$ cat src/rtl/kvt_pkg.sv
// ----------------------------------------------------------------------------
// kvt_pkg
// Shared types and command codes for the key/value table.
// ----------------------------------------------------------------------------
package kvt_pkg;

	localparam int KEY_W = 32;
	localparam int VAL_W = 32;
	localparam int CMD_W = 2;

	localparam logic [CMD_W-1:0] CMD_ADD    = 2'd0;
	localparam logic [CMD_W-1:0] CMD_SEARCH = 2'd1;
	localparam logic [CMD_W-1:0] CMD_REMOVE = 2'd2;

	typedef struct packed {
		logic                    valid;
		logic signed [KEY_W-1:0] key;
		logic signed [VAL_W-1:0] value;
	} kvt_entry_t;

	typedef struct packed {
		logic cmp_en;
		logic append;
		logic wr_val;
		logic shift;
	} kvt_ctrl_t;

endpackage

$ cat src/rtl/kvt_cell.sv
// ----------------------------------------------------------------------------
// kvt_cell
// One table slot: holds a key, a value and a valid flag, compares its key
// against the search key and takes its neighbor's entry when slots close up.
// ----------------------------------------------------------------------------
module kvt_cell (
	input  logic                            clk,
	input  logic                            arst_n,
	input  kvt_pkg::kvt_ctrl_t              ctrl,
	input  logic signed [kvt_pkg::KEY_W-1:0] cmp_key,
	input  logic signed [kvt_pkg::KEY_W-1:0] new_key,
	input  logic signed [kvt_pkg::VAL_W-1:0] new_value,
	input  logic                            prev_valid,
	input  kvt_pkg::kvt_entry_t             nbr,
	output kvt_pkg::kvt_entry_t             entry,
	output logic                            match
);
	import kvt_pkg::*;

	logic                    valid_q;
	logic                    match_q;
	logic signed [KEY_W-1:0] key_q;
	logic signed [VAL_W-1:0] value_q;
	logic                    load_new;

	// first empty slot takes an appended entry
	assign load_new = ctrl.append & ~valid_q & prev_valid;

	always_ff @(posedge clk or negedge arst_n) begin
		if (!arst_n) begin
			valid_q <= 1'b0;
			match_q <= 1'b0;
		end else begin
			if (ctrl.shift) begin
				valid_q <= nbr.valid;
			end else if (load_new) begin
				valid_q <= 1'b1;
			end
			if (ctrl.cmp_en) begin
				match_q <= valid_q & (key_q == cmp_key);
			end
		end
	end

	always_ff @(posedge clk) begin
		if (ctrl.shift) begin
			key_q   <= nbr.key;
			value_q <= nbr.value;
		end else if (load_new) begin
			key_q   <= new_key;
			value_q <= new_value;
		end else if (ctrl.wr_val) begin
			value_q <= new_value;
		end
	end

	assign entry = '{valid: valid_q, key: key_q, value: value_q};
	assign match = match_q;

endmodule

$ cat src/rtl/key_value_table.sv
// ----------------------------------------------------------------------------
// key_value_table
// Associative table of signed key/value pairs held in a row of slot cells.
// ----------------------------------------------------------------------------
// For every command the key is compared against all slots at the accepting
// edge, and at the following edge the table is updated and the result is
// registered; done is high for the cycle after that and busy is
// high for the one cycle in between. There is no way to stall the result,
// so the receiver must take it in the cycle that done is high. Removal closes
// the gap by shifting the higher slots down one cell.
module key_value_table #(
	parameter int DEPTH = 16,
	localparam int CNT_W = $clog2(DEPTH + 1)
) (
	input  logic                            clk,
	input  logic                            arst_n,
	input  logic                            start,
	output logic                            busy,
	input  logic [kvt_pkg::CMD_W-1:0]       cmd,
	input  logic signed [kvt_pkg::KEY_W-1:0] key,
	input  logic signed [kvt_pkg::VAL_W-1:0] value,
	output logic                            done,
	output logic                            found,
	output logic signed [kvt_pkg::VAL_W-1:0] old_value,
	output logic [CNT_W-1:0]                entry_count,
	output logic                            full_reject
);
	import kvt_pkg::*;

	logic                    pend_q;
	logic [CMD_W-1:0]        cmd_q;
	logic signed [KEY_W-1:0] key_q;
	logic signed [VAL_W-1:0] value_q;
	logic                    done_q;
	logic                    found_q;
	logic                    full_rej_q;
	logic signed [VAL_W-1:0] old_q;
	logic [CNT_W-1:0]        count_q;

	kvt_entry_t              ent [DEPTH];
	kvt_ctrl_t               ctrl [DEPTH];
	logic [DEPTH-1:0]        match_v;
	logic [DEPTH-1:0]        ge_v;
	logic signed [VAL_W-1:0] old_or;
	logic                    accept;
	logic                    any;
	logic                    cmd_ok;
	logic                    is_add;
	logic                    is_rem;
	logic                    full;
	logic                    do_append;
	logic                    do_remove;

	assign accept    = start & ~pend_q;
	assign busy      = pend_q;
	assign any       = |match_v;
	assign is_add    = (cmd_q == CMD_ADD);
	assign is_rem    = (cmd_q == CMD_REMOVE);
	assign cmd_ok    = is_add | is_rem | (cmd_q == CMD_SEARCH);
	assign full      = (count_q == CNT_W'(DEPTH));
	assign do_append = pend_q & is_add & ~any & ~full;
	assign do_remove = pend_q & is_rem & any;
	// slots at and above the matching one
	assign ge_v      = ~(match_v - DEPTH'(1));

	always_comb begin
		old_or = '0;
		for (int i = 0; i < DEPTH; i++) begin
			if (match_v[i]) begin
				old_or = old_or | ent[i].value;
			end
		end
	end

	for (genvar i = 0; i < DEPTH; i++) begin : g_cell
		kvt_entry_t nbr;
		logic       prev_valid;

		if (i == DEPTH - 1) begin : g_end
			assign nbr = '0;
		end else begin : g_mid
			assign nbr = ent[i+1];
		end
		if (i == 0) begin : g_first
			assign prev_valid = 1'b1;
		end else begin : g_rest
			assign prev_valid = ent[i-1].valid;
		end

		assign ctrl[i] = '{cmp_en: accept,
		                   append: do_append,
		                   wr_val: pend_q & is_add & match_v[i],
		                   shift:  do_remove & ge_v[i]};

		kvt_cell u_cell (
			.clk        (clk),
			.arst_n     (arst_n),
			.ctrl       (ctrl[i]),
			.cmp_key    (key),
			.new_key    (key_q),
			.new_value  (value_q),
			.prev_valid (prev_valid),
			.nbr        (nbr),
			.entry      (ent[i]),
			.match      (match_v[i])
		);
	end

	always_ff @(posedge clk or negedge arst_n) begin
		if (!arst_n) begin
			pend_q     <= 1'b0;
			done_q     <= 1'b0;
			found_q    <= 1'b0;
			full_rej_q <= 1'b0;
			count_q    <= '0;
		end else begin
			done_q <= pend_q;
			if (accept) begin
				pend_q <= 1'b1;
			end else if (pend_q) begin
				pend_q     <= 1'b0;
				found_q    <= cmd_ok & any;
				full_rej_q <= is_add & ~any & full;
				if (do_append) begin
					count_q <= count_q + CNT_W'(1);
				end else if (do_remove) begin
					count_q <= count_q - CNT_W'(1);
				end
			end
		end
	end

	always_ff @(posedge clk) begin
		if (accept) begin
			cmd_q   <= cmd;
			key_q   <= key;
			value_q <= value;
		end
		if (pend_q) begin
			old_q <= (cmd_ok & any) ? old_or : '0;
		end
	end

	assign done        = done_q;
	assign found       = found_q;
	assign old_value   = old_q;
	assign entry_count = count_q;
	assign full_reject = full_rej_q;

	a_done_after_busy : assert property (@(posedge clk) disable iff (!arst_n)
		done |-> $past(busy))
		else $error("result without a command in flight");

	a_reject_not_found : assert property (@(posedge clk) disable iff (!arst_n)
		done && full_reject |-> !found && entry_count == CNT_W'(DEPTH))
		else $error("refused add with a hit or a table that is not full");

	a_miss_zero : assert property (@(posedge clk) disable iff (!arst_n)
		done && !found |-> old_value == '0)
		else $error("miss with a nonzero old value");

	a_count_range : assert property (@(posedge clk) disable iff (!arst_n)
		entry_count <= CNT_W'(DEPTH))
		else $error("entry count beyond table depth");

	a_count_step : assert property (@(posedge clk) disable iff (!arst_n)
		!done |=> $stable(entry_count) || $past(busy))
		else $error("entry count changed outside a command");

endmodule

$ cat config.mk
export PLATFORM = sky130hd
export DESIGN_NAME = key_value_table
export DESIGN_NICKNAME = d
export VERILOG_FILES = /design/src/rtl/kvt_pkg.sv /design/src/rtl/kvt_cell.sv /design/src/rtl/key_value_table.sv
export SDC_FILE = /design/constraint.sdc
export NUM_CORES = 2
export LEC_CHECK = 0
export ABC_AREA = 0
export BUFFER_PORTS_ARGS = -buffer_cell sky130_fd_sc_hd__buf_2
export CAP_MARGIN = 20
export CORE_MARGIN = 5
export CORE_UTILIZATION = 45
export CTS_CLUSTER_SIZE = 10
export DETAILED_ROUTE_END_ITERATION = 8
export PLACE_DENSITY = 0.64
export RECOVER_POWER = 100
export SLEW_MARGIN = 20
export SYNTH_ARGS = -nofsm -noshare
export SYNTH_HDL_FRONTEND = slang
export SYNTH_HIERARCHICAL = 1
export SYNTH_SLANG_ARGS = --single-unit
$ cat constraint.sdc
create_clock -name clk -period 12.98 [get_ports clk]
set_clock_uncertainty 0.05 [all_clocks]
set_input_delay 2.596 -clock clk [delete_from_list [all_inputs] [get_ports clk]]
set_output_delay 2.596 -clock clk [all_outputs]
set_load 0.005 [all_outputs]
After elaboration in Yosys (flattened, before gate mapping)

Index checks and enable logic that the tools add are counted.

Input port bits: 69
Register bits: 1,163

Equality and inequality tests: 19
Bitwise operators: 126
Add/subtract/negate cells: 3
Reduce and logical (&&, ||, !) cells: 37
Multiplexer cells: 128

Operator list:

| operator              | count |
|---|---|
| $mux 32               | 93 |
| $eq 32x32->1          | 16 |
| $or 32x32->32         | 15 |
| $and 1x1->1           | 88 |
| $reduce_bool 3->1     | 15 |
| $reduce_bool 2->1     | 18 |
| $mux 1                | 33 |
| $not 1->1             | 20 |
| $not 16->16           | 1 |
| $reduce_or 16->1      | 1 |
| $sub 16x1->16 const B | 1 |
| $mux 5                | 2 |
| $add 5x1->5 const B   | 1 |
| $eq 5x5->1 const B    | 1 |
| $sub 5x1->5 const B   | 1 |
| $reduce_and 3->1      | 1 |
| $eq 2x1->1 const B    | 1 |
| $eq 2x2->1 const B    | 1 |
| $logic_not 2->1       | 1 |
| $or 1x1->1            | 2 |
| $reduce_and 2->1      | 1 |

Logic depth before layout (Yosys ltp)

Depth after elaboration: 31
Mapped depth: 13

Modules after synthesis

The synthesis kept the hierarchy.

Modules (own cells, without submodules):

| module          | cells an instance | area each (sq um) | sequential area each (sq um) | instances |
|---|---|---|---|---|
| kvt_cell        | 188               | 3,141.8           | 1,971.9                      | 16 |
| key_value_table | 618               | 6,924.1           | 3,168.0                      | 1 |

Worst setup path after synthesis

OpenSTA, ideal clock, no wires.

Kind: input port to flip-flop
Start point: input start
End point: register g_cell[0].u_cell.match_q
Stages on the path: 4
Path buffers: 0
Arrival time: 7.868 ns
Required time: 12.814 ns
Library setup time: 0.116 ns
Path slack: 4.947 ns
Cells stage by stage: nor2b_1 > nand4_1 > or4_1 > o22ai_2

Word-level cells in the longest chain between the ends: 1

Ends and longest elaborated chain:

| item                   | line                  | RTL |
|---|---|---|
| start: declaration     | key_value_table.sv:17 | `input logic start,` |
| $and 1x1->1            | key_value_table.sv:54 | `assign accept = start & ~pend_q;` |
| end signal: assignment | kvt_cell.sv:40        | `match_q <= valid_q & (key_q == cmp_key);` |
| end: declaration       | kvt_cell.sv:21        | `logic match_q;` |

No other way between the ends.
A chain may end at the register's enable or synchronous reset.

==> impl_metrics.ini <==
[run_status]
run_status = complete, but fails checks
violations = capacitance limit, slew limit

[worst_setup_path]
cp-start-kind = flop
critPathRequiredTime_ps = 13420
critPathKind = flop to flop
critPathCaptureType = flop
crit_fanout = 41
crit_start = g_cell[13].u_cell/match
cp.arrival_ps = 9540
reg2regPathDepth = 9
r2r-start = g_cell[13].u_cell/match

[cts]
clockBufferDepth = 3
cts_buffers = 137
insertion_delay_ps = 770
postCtsSetupBuffers = 0
htree_levels = 4
cts_tree = done
cts_root_buffer = clkbuf_16
clkTransAtPathRegs_ps = 60
cts.sinks = 1163
cts_hold_buf = 0
cts.repair.resized = 0

[synth]
synth.most_common_cell = edfxtp_1
syn-cell-area_um2 = 57190
async_flop_share_pct = 3.525
synthesis.instances = 3626
synth.largest_area_cell = edfxtp_1
ys_seq_area_share_pct = 60.70
syn_area_per_cell_um2 = 15.77
yosysWarnings = 6
synth_top_area_share_pct = 58.91
synth_commonest_cells = edfxtp_1, mux2_1, xor2_1
synth_area_leaders = edfxtp_1, mux2_1, xor2_1, xnor2_1, a22o_1
synth-main-ff-cell = edfxtp_1
synth_edf_count = 1122
yosysUniqueCellTypes = 55
synth_seq_cells = 1163

[timing]
worst_pin_slew_ps = 3879
slew_viol_final = 1464
setup_tns_ps = 0
setup_slack_ps = 3884
setup_violations = 0
layout_min_cycle_time_ps = 9096
timing_hold_violations_final = 0
fin_crit_sh_pct = 70.08
rsz0062_at_grt = false
max-slew-margin-rel_pct = -158.6
max_freq_mhz = 109.9

[final_layout]
finalNonFillerCells = 5533
post-route-util_pct = 50.44
final_layout_size_suffix_gt1_share_pct = 8.320
nNetsFinal = 3898
area_growth_pct = 11.03

[routing]
routedWlPerCell_um = 30.84
dr.pass1.iters = 5
drt_wl_total_um = 170600
drc = 0
drt_iter0_drc = 3268
via_per_inst = 6.157
vias = 34070
ant_nets = 0

[hold_path]
worstHoldStart = found
hold_path_class = flop to flop
hold_depth = 2

[placed_design]
place_inst = 5335
dp_slack_ps = 7635
finalWeightedCongestion = 0.8451
dp_hpwl_um = 97590
io_buffers = 109

[grt]
grt_antenna_before_repair = 5
use_met2_pct = 41.32
track_usage_pct = 24.96
grt_max_degree = 100
grt_pass1_wl_um = 247500
busiest_layer = met2
overflow = 0
use_met3_pct = 6.411
grt_use_met1_pct = 32.09
grt_pass1_vias = 35430

[power_and_ir_drop]
peakVddDrop_v = 0.0001559
power.internal_mw = 6.521
seqPwrFrac_pct = 52.7
power_switching_mw = 1.973
pwr-share-clk_pct = 41.1
p_sw_share_pct = 23.23
pwr-share-comb_pct = 6.1
power_mw = 8.493
power_density_nw_per_um2 = 133.8
leakage_nw = 20.42

[die]
start_util_pct = 45.43
fp-row-count = 130
die_h_um = 366.5
ios = 110
core_area_um2 = 125900
die_w_um = 366.5
dieArea_um2 = 134300

[run]
drv_cap = 46
[stage by stage]
stage	hold WS, ps	instance area (um^2)
6_report	445.6	63500
4_1_cts	438.3	63990
3_3_place_gp	426.9	60120
3_5_place_dp	425.3	60120
5_1_grt	502.1	63500
2_1_floorplan	426.3	57430
[worst max-delay path, cell delays in order, from the launching register on]
cell,delay (ps)
dfrtp_2,330
clkbuf_1,2630
nor4_1,710
nand4_1,430
nand2_1,250
clkbuf_1,480
nor3_1,560
clkbuf_1,1930
buf_4,910
mux2_1,390
[final timing paths]
kind                                              end  slack [ps]
setup / recovery           g_cell[11].u_cell/key_q[1]        3880
hold / removal                                  found         450
setup reg to reg           g_cell[11].u_cell/key_q[1]        3880
hold reg to reg                                 found         450
max in group asynchronous                        busy        7690
min in group asynchronous     g_cell[14].u_cell/match        2990
[kinds of logic after synthesis]
family / synth area share (%)
compound gates: 4.922
xor+xnor: 8.024
fa+ha+maj: 0.1225
buf+inv: 1.809
flops: 60.70
mux: 20.26
other cells: 0.01313
simple gates: 4.148
[registers in the layout, summed over array words and instances (netlist names)]
signal and cells:
g_cell.u_cell/match 16, g_cell.u_cell/value_q 512, g_cell.u_cell/valid_q 16, old_value 32, busy 1, cmd_q 2
key_q 32, done 1, found 1, entry_count 5, full_reject 1, value_q 32
g_cell.u_cell/key_q 512
[layer usage]
layer / part of all wire, % / vias up
li1: - / 14560
met1: 40 / 17550
met2: 48 / 1565
met3: 8.7 / 383
met4: 3.6 / 8
met5: 0.045 / -
[final cells by class]
type | count | area [um^2]
Antenna cell | 1 | 2.502
Clock buffer | 182 | 3734
Clock inverter | 15 | 135.1
Fill cell | 10710 | 62400
Inverter | 36 | 135.1
Multi-Input combinational cell | 2293 | 21750
Sequential cell | 1163 | 34740
Tap cell | 1650 | 2064
Timing Repair Buffer | 193 | 934.6
[power by group through the flow]
| stage | Clock (mW) | Combinational (mW) | Sequential (mW) |
|---|---|---|---|
| after floorplan | 0 | 0.362 | 4.46 |
| after global placement | 0 | 0.517 | 4.55 |
| after detailed placement | 0 | 0.526 | 4.55 |
| after CTS | 3.58 | 0.530 | 4.47 |
| after global routing | 3.72 | 0.565 | 4.49 |
| final | 3.49 | 0.521 | 4.48 |
[cells in the final DEF, fill, tap and decap left out, drive strengths merged, types with 2 or more instances in the layout]
master	netlist	routed
ha	4	4
o31a	2	2
and4	33	33
mux2	1027	1027
nor4	87	87
o22ai	16	16
buf	116	80
nor2	49	49
a22o	129	129
nand3	18	18
or2	18	18
o211ai	3	3
nand2	25	25
xnor2	198	198
mux2i	2	2
a21o	3	3
a221oi	128	128
nor3b	2	2
clkbuf	82	295
nand4	66	66
a2bb2oi	16	16
or4	17	17
inv	36	44
nor2b	2	2
nand3b	2	2
nor3	6	6
or3	4	4
o21ai	3	3
dfrtp	41	41
conb	2	66
a21oi	2	2
clkinv	0	6
xor2	326	326
edfxtp	1122	1122
and2	16	16
o21bai	16	16
(Power assumes the default switching activity.)
